**src/rtl/core/gpg_pkg.sv**
```systemverilog
// Shared types, constants and the 5x8 glyph ROM for the glyph pixel generator.
// No dependencies; used by the front, queue, back and top-level modules of the block.
`timescale 1ns / 1ps

package gpg_pkg;

    // Panel geometry used by the 90 degree rotation
    localparam logic [7:0] PANEL_WIDTH = 8'd175;

    // Drawable code range and lower-case fold point
    localparam logic [7:0] CODE_FIRST = 8'h20;
    localparam logic [7:0] CODE_LAST  = 8'h7F;
    localparam logic [7:0] FOLD_FROM  = 8'h61;
    localparam logic [7:0] FOLD_DELTA = 8'h20;

    // Glyph shape
    localparam int GLYPH_COLS  = 5;
    localparam int GLYPH_ROWS  = 8;
    localparam int GLYPH_BITS  = GLYPH_COLS * GLYPH_ROWS;
    localparam int GLYPH_IDX_W = 7;
    localparam int COL_W       = 3;
    localparam int ROW_W       = 3;
    localparam logic [COL_W-1:0] COL_LAST = 3'(GLYPH_COLS - 1);
    localparam logic [ROW_W-1:0] ROW_LAST = 3'(GLYPH_ROWS - 1);

    // Request queue between front and back
    localparam int Q_DEPTH = 2;
    localparam int Q_PTR_W = 1;
    localparam int Q_CNT_W = 2;

    // One classified draw request
    typedef struct packed {
        logic [GLYPH_BITS-1:0] glyph;   // bit (col*8 + row)
        logic [7:0]            origin_x;
        logic [7:0]            origin_y;
        logic [15:0]           fg_color;
        logic [15:0]           bg_color;
    } gpg_req_t;

    // Queue status seen by the front and back
    typedef struct packed {
        logic full;
        logic empty;
    } gpg_q_stat_t;

    // Glyph bitmap, column 0 in the low byte; space through backtick
    function automatic logic [GLYPH_BITS-1:0] glyph_bits(input logic [GLYPH_IDX_W-1:0] idx);
        logic [GLYPH_BITS-1:0] g;
        case (idx)
            7'd0:  g = {8'h00, 8'h00, 8'h00, 8'h00, 8'h00};
            7'd1:  g = {8'h00, 8'h00, 8'h2F, 8'h00, 8'h00};
            7'd2:  g = {8'h00, 8'h07, 8'h00, 8'h07, 8'h00};
            7'd3:  g = {8'h14, 8'h3E, 8'h14, 8'h3E, 8'h14};
            7'd4:  g = {8'h10, 8'h2A, 8'h3E, 8'h2A, 8'h04};
            7'd5:  g = {8'h00, 8'h32, 8'h04, 8'h08, 8'h13};
            7'd6:  g = {8'h00, 8'h20, 8'h14, 8'h2A, 8'h14};
            7'd7:  g = {8'h00, 8'h00, 8'h07, 8'h00, 8'h00};
            7'd8:  g = {8'h00, 8'h00, 8'h21, 8'h1E, 8'h00};
            7'd9:  g = {8'h00, 8'h00, 8'h1E, 8'h21, 8'h00};
            7'd10: g = {8'h00, 8'h2A, 8'h1C, 8'h2A, 8'h00};
            7'd11: g = {8'h08, 8'h08, 8'h3E, 8'h08, 8'h08};
            7'd12: g = {8'h00, 8'h10, 8'h30, 8'h40, 8'h00};
            7'd13: g = {8'h00, 8'h08, 8'h08, 8'h08, 8'h08};
            7'd14: g = {8'h00, 8'h00, 8'h30, 8'h30, 8'h00};
            7'd15: g = {8'h00, 8'h02, 8'h04, 8'h08, 8'h10};
            7'd16: g = {8'h00, 8'h1E, 8'h21, 8'h1E, 8'h00};
            7'd17: g = {8'h00, 8'h20, 8'h3F, 8'h22, 8'h00};
            7'd18: g = {8'h00, 8'h26, 8'h29, 8'h31, 8'h22};
            7'd19: g = {8'h00, 8'h1B, 8'h25, 8'h25, 8'h11};
            7'd20: g = {8'h00, 8'h08, 8'h3F, 8'h0A, 8'h0C};
            7'd21: g = {8'h00, 8'h19, 8'h25, 8'h25, 8'h17};
            7'd22: g = {8'h00, 8'h18, 8'h25, 8'h25, 8'h1E};
            7'd23: g = {8'h00, 8'h03, 8'h0D, 8'h31, 8'h01};
            7'd24: g = {8'h00, 8'h1A, 8'h25, 8'h25, 8'h1A};
            7'd25: g = {8'h00, 8'h1E, 8'h29, 8'h29, 8'h06};
            7'd26: g = {8'h00, 8'h00, 8'h36, 8'h36, 8'h00};
            7'd27: g = {8'h00, 8'h00, 8'h16, 8'h36, 8'h40};
            7'd28: g = {8'h00, 8'h22, 8'h14, 8'h08, 8'h00};
            7'd29: g = {8'h00, 8'h14, 8'h14, 8'h14, 8'h14};
            7'd30: g = {8'h00, 8'h08, 8'h14, 8'h22, 8'h00};
            7'd31: g = {8'h00, 8'h06, 8'h29, 8'h02, 8'h00};
            7'd32: g = {8'h00, 8'h0E, 8'h2D, 8'h21, 8'h1E};
            7'd33: g = {8'h00, 8'h3E, 8'h09, 8'h09, 8'h3E};
            7'd34: g = {8'h00, 8'h1A, 8'h25, 8'h25, 8'h3F};
            7'd35: g = {8'h00, 8'h12, 8'h21, 8'h21, 8'h1E};
            7'd36: g = {8'h00, 8'h1E, 8'h21, 8'h21, 8'h3F};
            7'd37: g = {8'h00, 8'h21, 8'h25, 8'h25, 8'h3F};
            7'd38: g = {8'h00, 8'h01, 8'h05, 8'h05, 8'h3F};
            7'd39: g = {8'h00, 8'h3A, 8'h29, 8'h21, 8'h1E};
            7'd40: g = {8'h00, 8'h3F, 8'h04, 8'h04, 8'h3F};
            7'd41: g = {8'h00, 8'h21, 8'h3F, 8'h21, 8'h00};
            7'd42: g = {8'h00, 8'h1F, 8'h20, 8'h20, 8'h10};
            7'd43: g = {8'h00, 8'h21, 8'h12, 8'h0C, 8'h3F};
            7'd44: g = {8'h00, 8'h20, 8'h20, 8'h20, 8'h3F};
            7'd45: g = {8'h00, 8'h3F, 8'h06, 8'h06, 8'h3F};
            7'd46: g = {8'h00, 8'h3F, 8'h18, 8'h06, 8'h3F};
            7'd47: g = {8'h00, 8'h1E, 8'h21, 8'h21, 8'h1E};
            7'd48: g = {8'h00, 8'h06, 8'h09, 8'h09, 8'h3F};
            7'd49: g = {8'h00, 8'h5E, 8'h21, 8'h31, 8'h1E};
            7'd50: g = {8'h00, 8'h26, 8'h19, 8'h09, 8'h3F};
            7'd51: g = {8'h00, 8'h12, 8'h29, 8'h25, 8'h12};
            7'd52: g = {8'h00, 8'h01, 8'h3F, 8'h01, 8'h00};
            7'd53: g = {8'h00, 8'h1F, 8'h20, 8'h20, 8'h1F};
            7'd54: g = {8'h00, 8'h0F, 8'h30, 8'h30, 8'h0F};
            7'd55: g = {8'h00, 8'h3F, 8'h18, 8'h18, 8'h3F};
            7'd56: g = {8'h00, 8'h33, 8'h0C, 8'h0C, 8'h33};
            7'd57: g = {8'h00, 8'h07, 8'h38, 8'h07, 8'h00};
            7'd58: g = {8'h00, 8'h23, 8'h25, 8'h29, 8'h31};
            7'd59: g = {8'h00, 8'h21, 8'h21, 8'h3F, 8'h00};
            7'd60: g = {8'h00, 8'h10, 8'h08, 8'h04, 8'h02};
            7'd61: g = {8'h00, 8'h3F, 8'h21, 8'h21, 8'h00};
            7'd62: g = {8'h00, 8'h02, 8'h01, 8'h02, 8'h00};
            7'd63: g = {8'h00, 8'h20, 8'h20, 8'h20, 8'h20};
            // backtick, also serves any index past the end
            default: g = {8'h00, 8'h00, 8'h02, 8'h01, 8'h00};
        endcase
        return g;
    endfunction

endpackage

```
**src/rtl/core/gpg_front.sv**
```systemverilog
// Front end: accepts draw requests, drops undrawable codes, folds lower case
// and looks up the glyph bitmap. Depends on gpg_pkg.
`timescale 1ns / 1ps

module gpg_front (
    input  logic              push,
    output logic              full,
    input  logic [7:0]        char_code,
    input  logic [7:0]        origin_x,
    input  logic [7:0]        origin_y,
    input  logic [15:0]       fg_color,
    input  logic [15:0]       bg_color,
    input  gpg_pkg::gpg_q_stat_t q_stat,
    output logic              q_push,
    output gpg_pkg::gpg_req_t q_req
);
    import gpg_pkg::*;

    logic                   drawable;
    logic [7:0]             folded;
    logic [7:0]             idx_full;
    logic [GLYPH_IDX_W-1:0] idx;

    // Classify the code
    always_comb
    begin
        drawable = (char_code inside {[CODE_FIRST:CODE_LAST]});
        folded   = (char_code >= FOLD_FROM) ? (char_code - FOLD_DELTA) : char_code;
        idx_full = folded - CODE_FIRST;
        idx      = idx_full[GLYPH_IDX_W-1:0];
    end

    // Build the request; undrawable codes are accepted and dropped
    assign full   = q_stat.full;
    assign q_push = push && !q_stat.full && drawable;

    always_comb
    begin
        q_req.glyph    = glyph_bits(idx);
        q_req.origin_x = origin_x;
        q_req.origin_y = origin_y;
        q_req.fg_color = fg_color;
        q_req.bg_color = bg_color;
    end

endmodule

```
**src/rtl/core/gpg_queue.sv**
```systemverilog
// Short request queue between the front and the back end.
// Depends on gpg_pkg for the entry type and depth.
`timescale 1ns / 1ps

module gpg_queue (
    input  logic                 clk,
    input  logic                 rst_n,
    input  logic                 q_push,
    input  gpg_pkg::gpg_req_t    q_req,
    input  logic                 q_pop,
    output gpg_pkg::gpg_q_stat_t q_stat,
    output gpg_pkg::gpg_req_t    q_head
);
    import gpg_pkg::*;

    gpg_req_t             entry_reg [Q_DEPTH];
    logic [Q_PTR_W-1:0]   wr_ptr_reg, wr_ptr_next;
    logic [Q_PTR_W-1:0]   rd_ptr_reg, rd_ptr_next;
    logic [Q_CNT_W-1:0]   count_reg, count_next;
    logic                 do_push, do_pop;

    assign q_stat.full  = (count_reg == Q_CNT_W'(Q_DEPTH));
    assign q_stat.empty = (count_reg == '0);
    assign q_head       = entry_reg[rd_ptr_reg];

    assign do_push = q_push && !q_stat.full;
    assign do_pop  = q_pop && !q_stat.empty;

    // Pointer and fill count update
    always_comb
    begin
        wr_ptr_next = do_push ? wr_ptr_reg + 1'b1 : wr_ptr_reg;
        rd_ptr_next = do_pop  ? rd_ptr_reg + 1'b1 : rd_ptr_reg;
        count_next  = count_reg;
        if (do_push && !do_pop)
        begin
            count_next = count_reg + 1'b1;
        end
        else if (do_pop && !do_push)
        begin
            count_next = count_reg - 1'b1;
        end
    end

    always_ff @(posedge clk or negedge rst_n)
    begin
        if (!rst_n)
        begin
            wr_ptr_reg <= '0;
            rd_ptr_reg <= '0;
            count_reg  <= '0;
        end
        else
        begin
            wr_ptr_reg <= wr_ptr_next;
            rd_ptr_reg <= rd_ptr_next;
            count_reg  <= count_next;
        end
    end

    // Entry storage
    always_ff @(posedge clk)
    begin
        if (do_push)
        begin
            entry_reg[wr_ptr_reg] <= q_req;
        end
    end

endmodule

```
**src/rtl/core/gpg_back.sv**
```systemverilog
// Back end: walks the 40 pixels of a glyph, column by column and row by row,
// rotates coordinates and holds each pixel in an output register. Depends on gpg_pkg.
`timescale 1ns / 1ps

module gpg_back (
    input  logic                 clk,
    input  logic                 rst_n,
    input  gpg_pkg::gpg_q_stat_t q_stat,
    input  gpg_pkg::gpg_req_t    q_head,
    output logic                 q_pop,
    output logic                 empty,
    input  logic                 pop,
    output logic [7:0]           ram_x,
    output logic [7:0]           ram_y,
    output logic [7:0]           win_x_end,
    output logic [7:0]           win_y_end,
    output logic [15:0]          pixel_color,
    output logic                 last_pixel
);
    import gpg_pkg::*;

    gpg_req_t         cur_reg;
    logic             busy_reg, busy_next;
    logic [COL_W-1:0] col_reg, col_next;
    logic [ROW_W-1:0] row_reg, row_next;
    logic             out_valid_reg, out_valid_next;

    logic [7:0]  ram_x_reg, ram_y_reg, win_x_end_reg, win_y_end_reg;
    logic [15:0] pixel_color_reg;
    logic        last_pixel_reg;

    logic        advance, is_last, load;
    logic [7:0]  px, px1, py, rot_a, rot_b;
    logic        bit_set;
    logic [5:0]  bit_idx;

    // Handshake: step when the output register is free or being drained
    assign advance = busy_reg && (!out_valid_reg || pop);
    assign is_last = (col_reg == COL_LAST) && (row_reg == ROW_LAST);
    assign load    = !q_stat.empty && (!busy_reg || (advance && is_last));
    assign q_pop   = load;

    // Pixel coordinates and color
    always_comb
    begin
        px      = cur_reg.origin_x + 8'(col_reg);
        px1     = px + 8'd1;
        py      = cur_reg.origin_y + 8'(row_reg);
        rot_a   = PANEL_WIDTH - py - 8'd1;
        rot_b   = rot_a - 8'd1;
        bit_idx = {col_reg, row_reg};
        bit_set = cur_reg.glyph[bit_idx];
    end

    // Sequencer next state
    always_comb
    begin
        busy_next      = busy_reg;
        col_next       = col_reg;
        row_next       = row_reg;
        out_valid_next = out_valid_reg;
        if (advance)
        begin
            out_valid_next = 1'b1;
        end
        else if (pop)
        begin
            out_valid_next = 1'b0;
        end
        if (load)
        begin
            busy_next = 1'b1;
            col_next  = '0;
            row_next  = '0;
        end
        else if (advance)
        begin
            if (is_last)
            begin
                busy_next = 1'b0;
            end
            else if (row_reg == ROW_LAST)
            begin
                row_next = '0;
                col_next = col_reg + 1'b1;
            end
            else
            begin
                row_next = row_reg + 1'b1;
            end
        end
    end

    always_ff @(posedge clk or negedge rst_n)
    begin
        if (!rst_n)
        begin
            busy_reg      <= 1'b0;
            col_reg       <= '0;
            row_reg       <= '0;
            out_valid_reg <= 1'b0;
        end
        else
        begin
            busy_reg      <= busy_next;
            col_reg       <= col_next;
            row_reg       <= row_next;
            out_valid_reg <= out_valid_next;
        end
    end

    // Current request and output register payload
    always_ff @(posedge clk)
    begin
        if (load)
        begin
            cur_reg <= q_head;
        end
        if (advance)
        begin
            ram_x_reg       <= (rot_a < rot_b) ? rot_a : rot_b;
            win_x_end_reg   <= (rot_a < rot_b) ? rot_b : rot_a;
            ram_y_reg       <= (px < px1) ? px : px1;
            win_y_end_reg   <= (px < px1) ? px1 : px;
            pixel_color_reg <= bit_set ? cur_reg.fg_color : cur_reg.bg_color;
            last_pixel_reg  <= is_last;
        end
    end

    assign empty       = !out_valid_reg;
    assign ram_x       = ram_x_reg;
    assign ram_y       = ram_y_reg;
    assign win_x_end   = win_x_end_reg;
    assign win_y_end   = win_y_end_reg;
    assign pixel_color = pixel_color_reg;
    assign last_pixel  = last_pixel_reg;

endmodule

```
**src/rtl/core/glyph_pixel_generator_unit.sv**
```systemverilog
// A drawable request moves from a queue entry into the current-request register of the
// sequencer, and its first pixel into the output register. Throughput: one pixel per
// cycle from the back-end pixel sequencer while the receiver pops; undrawable codes are taken and give nothing.
// The two-entry request queue accepts new requests while a glyph is being drawn.
// Reset (rst_n low, asynchronous) empties the queue, idles the sequencer and the output.
// Top level: instantiates gpg_front, gpg_queue and gpg_back; depends on gpg_pkg.
`timescale 1ns / 1ps

module glyph_pixel_generator_unit (
    input  logic        clk,
    input  logic        rst_n,
    input  logic        push,
    output logic        full,
    input  logic [7:0]  char_code,
    input  logic [7:0]  origin_x,
    input  logic [7:0]  origin_y,
    input  logic [15:0] fg_color,
    input  logic [15:0] bg_color,
    output logic        empty,
    input  logic        pop,
    output logic [7:0]  ram_x,
    output logic [7:0]  ram_y,
    output logic [7:0]  win_x_end,
    output logic [7:0]  win_y_end,
    output logic [15:0] pixel_color,
    output logic        last_pixel
);
    import gpg_pkg::*;

    gpg_q_stat_t q_stat;
    gpg_req_t    q_req;
    gpg_req_t    q_head;
    logic        q_push;
    logic        q_pop;

    // Request classification
    gpg_front u_front (
        .push      (push),
        .full      (full),
        .char_code (char_code),
        .origin_x  (origin_x),
        .origin_y  (origin_y),
        .fg_color  (fg_color),
        .bg_color  (bg_color),
        .q_stat    (q_stat),
        .q_push    (q_push),
        .q_req     (q_req)
    );

    // Decoupling queue
    gpg_queue u_queue (
        .clk    (clk),
        .rst_n  (rst_n),
        .q_push (q_push),
        .q_req  (q_req),
        .q_pop  (q_pop),
        .q_stat (q_stat),
        .q_head (q_head)
    );

    // Pixel generation
    gpg_back u_back (
        .clk         (clk),
        .rst_n       (rst_n),
        .q_stat      (q_stat),
        .q_head      (q_head),
        .q_pop       (q_pop),
        .empty       (empty),
        .pop         (pop),
        .ram_x       (ram_x),
        .ram_y       (ram_y),
        .win_x_end   (win_x_end),
        .win_y_end   (win_y_end),
        .pixel_color (pixel_color),
        .last_pixel  (last_pixel)
    );

endmodule

```
**config.mk**
```make
export PLATFORM = sky130hd
export DESIGN_NAME = glyph_pixel_generator_unit
export DESIGN_NICKNAME = d
export VERILOG_FILES = /design/src/rtl/core/gpg_pkg.sv /design/src/rtl/core/gpg_front.sv /design/src/rtl/core/gpg_queue.sv /design/src/rtl/core/gpg_back.sv /design/src/rtl/core/glyph_pixel_generator_unit.sv
export SDC_FILE = /design/constraint.sdc
export NUM_CORES = 1
export LEC_CHECK = 0
export BUFFER_PORTS_ARGS = -buffer_cell sky130_fd_sc_hd__buf_2
export CORE_MARGIN = 4
export CORE_UTILIZATION = 60
export CTS_CLUSTER_DIAMETER = 40
export CTS_CLUSTER_SIZE = 10
export DETAILED_ROUTE_END_ITERATION = 8
export PLACE_DENSITY = 0.82
export SETUP_SLACK_MARGIN = 0.05
export SYNTH_ARGS = -nofsm -noshare
export SYNTH_HDL_FRONTEND = slang
export SYNTH_SLANG_ARGS = --single-unit
```
**constraint.sdc**
```tcl
create_clock -name clk -period 6.8 [get_ports clk]
set_input_delay 1.36 -clock clk [delete_from_list [all_inputs] [get_ports clk]]
set_output_delay 1.36 -clock clk [all_outputs]
set_load 0.02 [all_outputs]
```
== Word level (Yosys, flattened, before mapping) ==
Memories as Yosys holds them, arrays and structs flattened. A register that Yosys moved wholly into a read port is not among the register bits.
Cells that the tools add are included.
Word-level totals
  bits in registers: 61
  memory bits (writable): 176
  bits in read-only memories: 1920
  output and inout port bits: 51
  logic and storage cells: 93
  memories kept: 2
Operators by class
  $add $sub $neg: 14
  magnitude comparators: 6
  equal/unequal tests: 4
  multiplexer cells: 26
  reduce and logical (&&, ||, !) cells: 28
Memories
  (no name shown): words 64, width 30, read ports 1, clocked after Yosys merged registers in 0, write ports 0, line gpg_pkg.sv:49  | case (idx)
  u_queue.entry_reg: words 2, width 88, read ports 1, clocked after Yosys merged registers in 1, write ports 1, line gpg_queue.sv:16  | gpg_req_t entry_reg [Q_DEPTH];
Operators with widths (number)
  40-bit two-way mux: 1
  8-bit two-way mux: 4
  3-bit two-way mux: 8
  8-bit by 3-bit adder with 8-bit output: 2
  8-bit < comparator: 2
  16-bit two-way mux: 1
  8-bit by 1-bit subtractor with 8-bit output (second input constant): 2
  7-bit by 6-bit subtractor with 7-bit output (second input constant): 2
  1-bit logical AND: 11
  2-bit nonzero test: 5
  8-bit by 1-bit adder with 8-bit output (second input constant): 1
  8-bit by 6-bit greater-or-equal comparator with 1-bit output (second input constant): 1
  8-bit by 7-bit greater-or-equal comparator with 1-bit output (second input constant): 1
  8-bit by 7-bit less-or-equal comparator with 1-bit output (second input constant): 1
  1-bit two-way mux: 8
  8-bit subtractor (first input constant): 1
  6-bit by 7-bit < comparator with 1-bit output (second input constant): 1
  7-bit two-way mux: 1
  3-bit by 1-bit adder with 3-bit output (second input constant): 2
  1-bit binary-select mux with 6-bit select: 1
  3-bit == test (second input constant): 2
  1-bit logical NOT: 6
  2-bit two-way mux: 2
  2-bit AND reduction: 2
  other kinds (8): 10

== Logic depth before layout (Yosys ltp) ==
Gate-level depths: netlist (run 1).
  depth in word-level cells: 10
  mapped depth: 17
  mapped depth without buffers: 15

== Modules after synthesis ==
A second synthesis (run 1) with hierarchy kept.
Second synthesis, totals
  cells, all modules: 1111
  area total of the unflattened synthesis: 15618.7 µm²
Modules (own cells, without submodules)
  gpg_queue: instances 1, cells an instance 293, area an instance 6578.8 µm², sequential area each 5385.2 µm²
  gpg_back: instances 1, cells an instance 408, area an instance 6471.2 µm², sequential area each 4314.1 µm²
  gpg_front: instances 1, cells an instance 410, area an instance 2568.7 µm², sequential area each 0.0 µm²

== Worst setup path after synthesis (run 1) ==
No wires, ideal clock.
  kind: input to register
  start point: input pop
  end point: register u_queue.count_reg[1]
  arrival: 6.618 ns
  data required time: 6.721 ns
  setup slack: 0.103 ns
  stages: 8
  path buffers: 0
  cell sequence: nand2b_1 -> nand2_1 -> a21oi_1 -> inv_1 -> ha_1 -> xor2_1 -> nor2_1 -> xor2_1
On the way
  longest elaborated chain between the ends: 9
  elaborated cells on any way between the ends: 11
  those cells by class: mux: 1; reduce/logical: 10
RTL lines
  start, declared: line glyph_pixel_generator_unit.sv:20  | input logic pop,
  1-bit logical OR *: line gpg_back.sv:38  | assign advance = busy_reg && (!out_valid_reg || pop);
  1-bit logical AND *: line gpg_back.sv:38
  1-bit logical AND *: line gpg_back.sv:40  | assign load = !q_stat.empty && (!busy_reg || (advance && is_last));
  1-bit logical OR *: line gpg_back.sv:40
  1-bit logical AND *: line gpg_back.sv:40
  via q_pop: line glyph_pixel_generator_unit.sv:34  | logic q_pop;
  1-bit logical AND *: line gpg_queue.sv:27  | assign do_pop = q_pop && !q_stat.empty;
  1-bit logical NOT: line gpg_queue.sv:35  | if (do_push && !do_pop)
  1-bit logical AND: line gpg_queue.sv:35
  2-bit two-way mux or 2-bit nonzero test (tied branches)
  end signal, assigned: line gpg_queue.sv:57  | count_reg <= count_next;
  end, declared: line gpg_queue.sv:19  | logic [Q_CNT_W-1:0] count_reg, count_next;
Mark *: on every way through the listed nets, which the timed path passes. The rest lies on a longest branch.
A chain may end at the register's enable or synchronous reset.

== Final worst setup path (run 1) ==
  start point: register u_back.row_reg[1]
  end point: register u_back.ram_x_reg[4], in the netlist u_back.ram_x[4], data pin
On the way
  longest elaborated chain between the ends: 6
RTL lines
  start, declared: line gpg_back.sv:25  | logic [ROW_W-1:0] row_reg, row_next;
  start signal, assigned: line gpg_back.sv:107  | row_reg <= row_next;
  8-bit by 3-bit adder with 8-bit output *: line gpg_back.sv:48  | py = cur_reg.origin_y + 8'(row_reg);
  8-bit subtractor *: line gpg_back.sv:49  | rot_a = PANEL_WIDTH - py - 8'd1;
  8-bit by 1-bit subtractor with 8-bit output *: line gpg_back.sv:49
  8-bit by 1-bit subtractor with 8-bit output: line gpg_back.sv:50  | rot_b = rot_a - 8'd1;
  8-bit < comparator: line gpg_back.sv:121  | ram_x_reg <= (rot_a < rot_b) ? rot_a : rot_b;
  8-bit two-way mux *: line gpg_back.sv:121
  end signal, assigned: line gpg_back.sv:121
  end, declared: line gpg_back.sv:28  | logic [7:0] ram_x_reg, ram_y_reg, win_x_end_reg, win_y_end_reg;
Every way passes the cells marked *; elsewhere a longest branch is shown, timed or not.

==> flow_summary.toml, run 1 <==
[status]
run_status = "finished clean"

[min_path]
hold_path_class = "reg -> reg"

[placed_design]
dp_hpwl_mm = 18.92
dp_cells = 1396
port_buffers = 110
gp_congestion = 0.9443

[sta]
finalCriticalPeriod_ns = 4.276
rsz0062_at_grt = "false"
skew_ns = 0.01045
final_hold_viol_count = 0
final_tns_setup_ns = 0
max_slew.worst_pin.slew_ns = 1.096
slew_violations = 0
setup_viol = 0
final_min_period_over_clock_period = 0.6289
max_slew_margin = 0.2645
maxClockFrequency_mhz = 233.8

[clock_network]
htree_num_levels = 2
post-cts-setup-buffer-count = 0
worstSkewPairLatency_ns = 0.51
cts_buffers = 39
cts_resized = 0
clock_sinks = 295
post_cts_hold_buffer_count = 0
clock_tree_from_tritoncts = "built"
root_buffer = "clkbuf_16"
clk_path_buf_depth = 3
clkTransAtPathRegs_ns = 0.05

[synthesis]
synth_sequential_area_ratio = 0.6303
postSynth.asyncResetShare = 0.04068
syn-cell-area_um2 = 13960
syn-num-nets = 1119
syn-instance-count = 1020
cell_taking_the_most_area_after_synthesis = "edfxtp_1"
ys_dominant_reg_cell = "edfxtp_1"
synth.ff_latch_count = 295
post_synth_main_area_contributors = "edfxtp_1, mux2_2, ha_1"
count_of_warnings_emitted_by_yosys = 0
post_synth_edffs = 283
post_synth_num_cell_types = 83
yosys.area.top_type_share = 0.6088
syn-mean-instance-area_um2 = 13.68

[worst_setup_path]
worst-endpoint-required_ns = 7.06
crit_path_max_fanout = 12
r2r_setup_slack_ns = 2.52
startpoint_class = "flip-flop"
timing.setup.critical_path_class = "reg -> reg"
cp-end-kind = "flip-flop"
crit_arrival_ns = 4.53

[grt]
grt_first_pass_wirelength_mm = 45.27
grt_use_total = 0.2190
globalRouteOverflowTotal = 0
antenna_violations_before_repair = 0
grt_max_degree = 80
grt_pass1_vias = 8615

[floorplan]
fp-row-count = 55
initial_standard_cell_utilization_of_the_core = 0.6128
dieArea_um2 = 25770
dieWidth_um = 160.5
core_area_um2 = 22780
io_pins = 111
die_h_um = 160.5

[route]
drt-vias-per-instance = 5.974
initialDrtViolationCount = 909
drc_viols = 0
drt_first_pass_iters = 5
routed-via-count = 8704
wirelength_mm = 28.75
wl_per_cell_um = 19.73
number_of_routed_nets_with_antenna_violations = 0

[cells_and_area]
ff_latch_area_um2 = 8802
post_layout_nonfiller_instances = 1457
area_used_by_multi_input_combinational_logic_um2 = 4807
areaGrowthSynthToFinish_pct = 14.32
final_nets = 1223
diodes = 0
post_route_cells_drive_above_1_share = 0.2684
n_fill_cell = 1486
largest_reg_flops = 156

[power_and_ir_drop]
p_leak_nw = 5.799
power_per_cell_area_nw_per_um2 = 357.8
vdd_ir_drop_max_uv = 216.4

[flow_run]
max-cap-violations = 0
placed cells by master (no fill, tap or decap), types with 9 or more instances in the layout:
master / netlist / routed
mux2_2: 99 / 99
edfxtp_1: 283 / 283
nor2b_1: 17 / 16
a21oi_1: 45 / 44
o211ai_1: 10 / 10
dfrtp_1: 12 / 11
xnor2_1: 12 / 12
o22ai_1: 13 / 13
nor2_1: 73 / 73
nand3_1: 18 / 18
buf_2: 2 / 110
inv_1: 35 / 34
ha_1: 37 / 37
o21ai_0: 50 / 49
mux2i_1: 13 / 13
xor2_1: 12 / 12
a31oi_1: 9 / 9
nand2_1: 73 / 73
nor3_1: 12 / 12
clkbuf_16: 0 / 39
synthesized netlist by cell type (all sizes together), types with 5 or more instances:
library cell	n
buf	19
dfrtp	12
a211oi	8
nand2b	8
nor2	73
clkbuf	35
nor3	12
o221ai	5
nor2b	18
o211ai	11
nand2	73
edfxtp	283
ha	37
inv	36
and3	7
xnor2	16
a31oi	9
mux2	105
nand4	6
xor2	14
a21oi	47
nand3	19
mux2i	13
o21a	6
a22oi	8
o22ai	14
o21ai	56
cells by family after synthesis:
kind of cell / after synthesis / synth area share
AOI/OAI and AO/OA: 204 / 0.09878
xor gates and xnor gates: 32 / 0.02698
adders and majority gates: 39 / 0.03603
buffers and inverters: 91 / 0.02680
DFF: 295 / 0.6303
muxes: 121 / 0.1002
and+or+nand+nor: 238 / 0.08085
metrics by stage:
step	setup slack [ns]	util	hold slack (ns)	cell area (µm²)	power [mW]
3_5_place_dp	2.567	0.6472	0.5017	14740	3.837
6_report	2.524	0.7006	0.5287	15960	5.710
3_3_place_gp	2.718	0.6472	0.4788	14740	3.793
5_1_grt	2.333	0.7006	0.5382	15960	5.976
4_1_cts	2.558	0.7006	0.5257	15960	5.747
2_1_floorplan	0.1032	-	0.4555	13960	3.510
routing by layer:
layer / global-route usage / share of wire
met5: 0 / 0
met4: 0.08682 / 0.037
met3: 0.04106 / 0.065
met2: 0.3693 / 0.50
met1: 0.2835 / 0.40
worst max-delay path, stage by stage (launching register included):
cell and delay, ns:
dfrtp_1 0.62, inv_1 0.15, ha_1 0.31, ha_1 0.20, inv_1 0.08, fa_1 0.43, xor2_2 0.35, and3_1 0.24
ha_1 0.32, xnor3_1 0.31, o2bb2ai_1 0.08, a32oi_2 0.37, nand3_4 0.20, mux2_1 0.35
cell type report:
cell class	count	area share
clock buffers	48	0.06453
well taps	313	0.02454
repair buffers	117	0.03779
multi-input cells	634	0.3012
inverters	37	0.008703
flip-flops and latches	295	0.5516
clock inverters	13	0.01160
worst paths after layout:
kind	start	endpoint	cells after the start
min reg2reg	u_queue.count_reg[1]	u_queue.count_reg[1]	1
max reg2reg	u_back.row_reg[1]	u_back.ram_x[4]	13
max in group asynchronous	rst_n	u_queue.rd_ptr_reg	1
max	u_back.row_reg[1]	u_back.ram_x[4]	13
min	u_queue.count_reg[1]	u_queue.count_reg[1]	1
min in group asynchronous	rst_n	u_queue.wr_ptr_reg	1
power by group:
group	internal (mW)	switching (mW)
logic	0.599	0.813
registers	2.29	0.114
clock network	1.19	0.704
total	4.08	1.63
Power figures use the tool's default switching activity.
==> run 2, diff against run 1 <==
CORE_UTILIZATION = 54   (was 60)
PLACE_DENSITY = 0.78   (was 0.82)
clock period = 3.76 ns   (was 6.8 ns; I/O delays follow)
==> run 2 against run 1 <==
- die area is 11% higher
- critical endpoint is now u_back.ram_x[3]
- sequential share of layout area shrank 1.0 points
- clock skew increased by 0.012 ns
- global-route usage decreased by 1.8 points
- register-to-register slack lost 2.3 ns
- final cell count up 3.8%
- non-clock buffer count is 40 higher
- hold slack worse by 0.40 ns
- clock-buffer cell count is 3 higher
- total power is 80% higher
- fmax increased by 20%
- worst setup slack got worse by 2.3 ns
- highest routed layer unchanged
==> flow_summary.toml, run 2 (same netlist as run 1, synthesis figures left out) <==
[power_and_ir_drop]
p_leak_nw = 5.954
power_per_cell_area_nw_per_um2 = 633.1
vdd_ir_drop_max_uv = 477.1

[grt]
grt_pass1_vias = 8620
globalRouteOverflowTotal = 0
grt_first_pass_wirelength_mm = 45.98
grt_use_total = 0.2011
grt_max_degree = 83
antenna_violations_before_repair = 0

[cells_and_area]
areaGrowthSynthToFinish_pct = 16.52
post_route_cells_drive_above_1_share = 0.2944
final_nets = 1261
diodes = 0
mostFrequentLayoutCell = "edfxtp_1"
largest_reg_flops = 156
n_fill_cell = 1833
post-route-util = 0.6422
final_cell_mix = "edfxtp_1, buf_2, mux2_2"

[sta]
final_tns_setup_ns = 0
slew_violations = 0
setup_viol = 0
max_slew.worst_pin.slew_ns = 1.113
final_min_period_over_clock_period = 0.9463
rsz0062_at_grt = "false"
timing.final.ws_setup_ns = 0.2021
skew_ns = 0.02291
final_hold_viol_count = 0
max_slew_margin = 0.2578
finalCriticalPeriod_ns = 3.558
maxClockFrequency_mhz = 281.1

[placed_design]
gp_congestion = 0.9695
port_buffers = 110
pre_cts_slack_ns = 0.03488
dp_hpwl_mm = 19.44

[worst_setup_path]
crit_path_max_fanout = 5
worst-endpoint-required_ns = 4.02
timing.setup.critical_path_class = "reg -> reg"
cp-end-kind = "flip-flop"
worst_path_max_delay_cell = "fa_2"
path_cells = "inv_2 -> ha_1 -> ha_4 -> inv_1 -> fa_2 -> inv_1 -> ha_1 -> or2_2 -> mux2i_2 -> a22oi_2 -> a221oi_2 -> o211ai_1 -> buf_4 -> a31oi_1 -> xnor2_1"
timing.critical_path.slowest_cell_delay_ns = 0.57
startpoint_class = "flip-flop"
crit_arrival_ns = 3.82

[floorplan]
die_h_um = 168.8
core_area_um2 = 25330
dieArea_um2 = 28490
initial_standard_cell_utilization_of_the_core = 0.5511
dieWidth_um = 168.8
fp-row-count = 58
io_pins = 111

[route]
initialDrtViolationCount = 883
drt-vias-per-instance = 5.834
drt_first_pass_iters = 6
drc_viols = 0
routed-via-count = 8821
wl_per_cell_um = 19.25
number_of_routed_nets_with_antenna_violations = 0
wirelength_mm = 29.11

[flow_run]
max-cap-violations = 0

[clock_network]
worstSkewPairLatency_ns = 0.52
htree_num_levels = 2
cts_buffers = 37
clock_sinks = 295
root_buffer = "clkbuf_16"
clk_path_buf_depth = 3
clkTransAtPathRegs_ns = 0.05
post_cts_hold_buffer_count = 0
clock_tree_from_tritoncts = "built"

[min_path]
hold_path_class = "in -> async"

[status]
run_status = "finished clean"
## run 2: repair_timing
action | 4_1_cts | 5_1_grt
setup buffers | 2 | 6
endpoints found under the setup margin | 2 | 20
gates resized for setup | 0 | 6
pin swaps | 2 | 8
## run 2: power by group
part	switching, mW	internal, mW	total, mW
logic	1.58	1.24	2.82
registers	0.154	4.15	4.30
clock network	1.26	1.91	3.17
total	2.99	7.30	10.3
## run 2: critical path: cells and delay by family (launching register included)
kind                     cells  cell delay (ns)
multiplexers                 1             0.16
flip-flops                   1             0.38
AO/OA/AOI/OAI                4             0.76
adder cells (fa/ha/maj)      4             1.24
XOR/XNOR                     1             0.08
buffers and inverters        4             0.39
AND/OR/NAND/NOR              1             0.29
## run 2: worst paths after layout
path                                           start  cells after the start  slack, ns                  endpoint
worst max-delay path               u_back.row_reg[0]                     15       0.20           u_back.ram_x[3]
worst min-delay path                           rst_n                      1       0.13         u_back.col_reg[1]
worst max register to register     u_back.row_reg[0]                     15       0.20           u_back.ram_x[3]
worst min register to register  u_queue.count_reg[1]                      1       0.48      u_queue.count_reg[1]
max in group asynchronous                      rst_n                      1       3.36        u_queue.rd_ptr_reg
min in group clk                        fg_color[15]                      1       0.43  u_queue.entry_reg[0][31]
## run 2: cell type report
class / instances / area (µm²) / area share
tap: 330 / 412.9 / 0.02539
clock inverter: 8 / 117.6 / 0.007231
timing repair buffer: 157 / 953.4 / 0.05862
multi-input combinational: 634 / 4850 / 0.2982
inverter: 37 / 138.9 / 0.008539
sequential: 295 / 8803 / 0.5413
clock buffer: 51 / 988.4 / 0.06077
## run 2: metrics by stage
stage	instance area (µm²)	power (mW)	hold slack [ns]	cells
after CTS	16180	10.27	0.1252	1506
after global routing	16260	10.80	0.1375	1512
after global placement	15060	6.977	0.4774	1445
after detailed placement	15060	7.055	0.4809	1445
final	16260	10.30	0.1319	1512
after floorplan	13990	6.353	0.4563	1020
## run 2: metal layers
| metal | global-route usage | wire (µm) | vias up |
|---|---|---|---|
| met5 | 0 | 0 | - |
| met4 | 0.06387 | 834 | 0 |
| met3 | 0.02896 | 1746 | 61 |
| met2 | 0.3363 | 14640 | 339 |
| met1 | 0.2745 | 11890 | 4277 |
| li1 | - | - | 4144 |
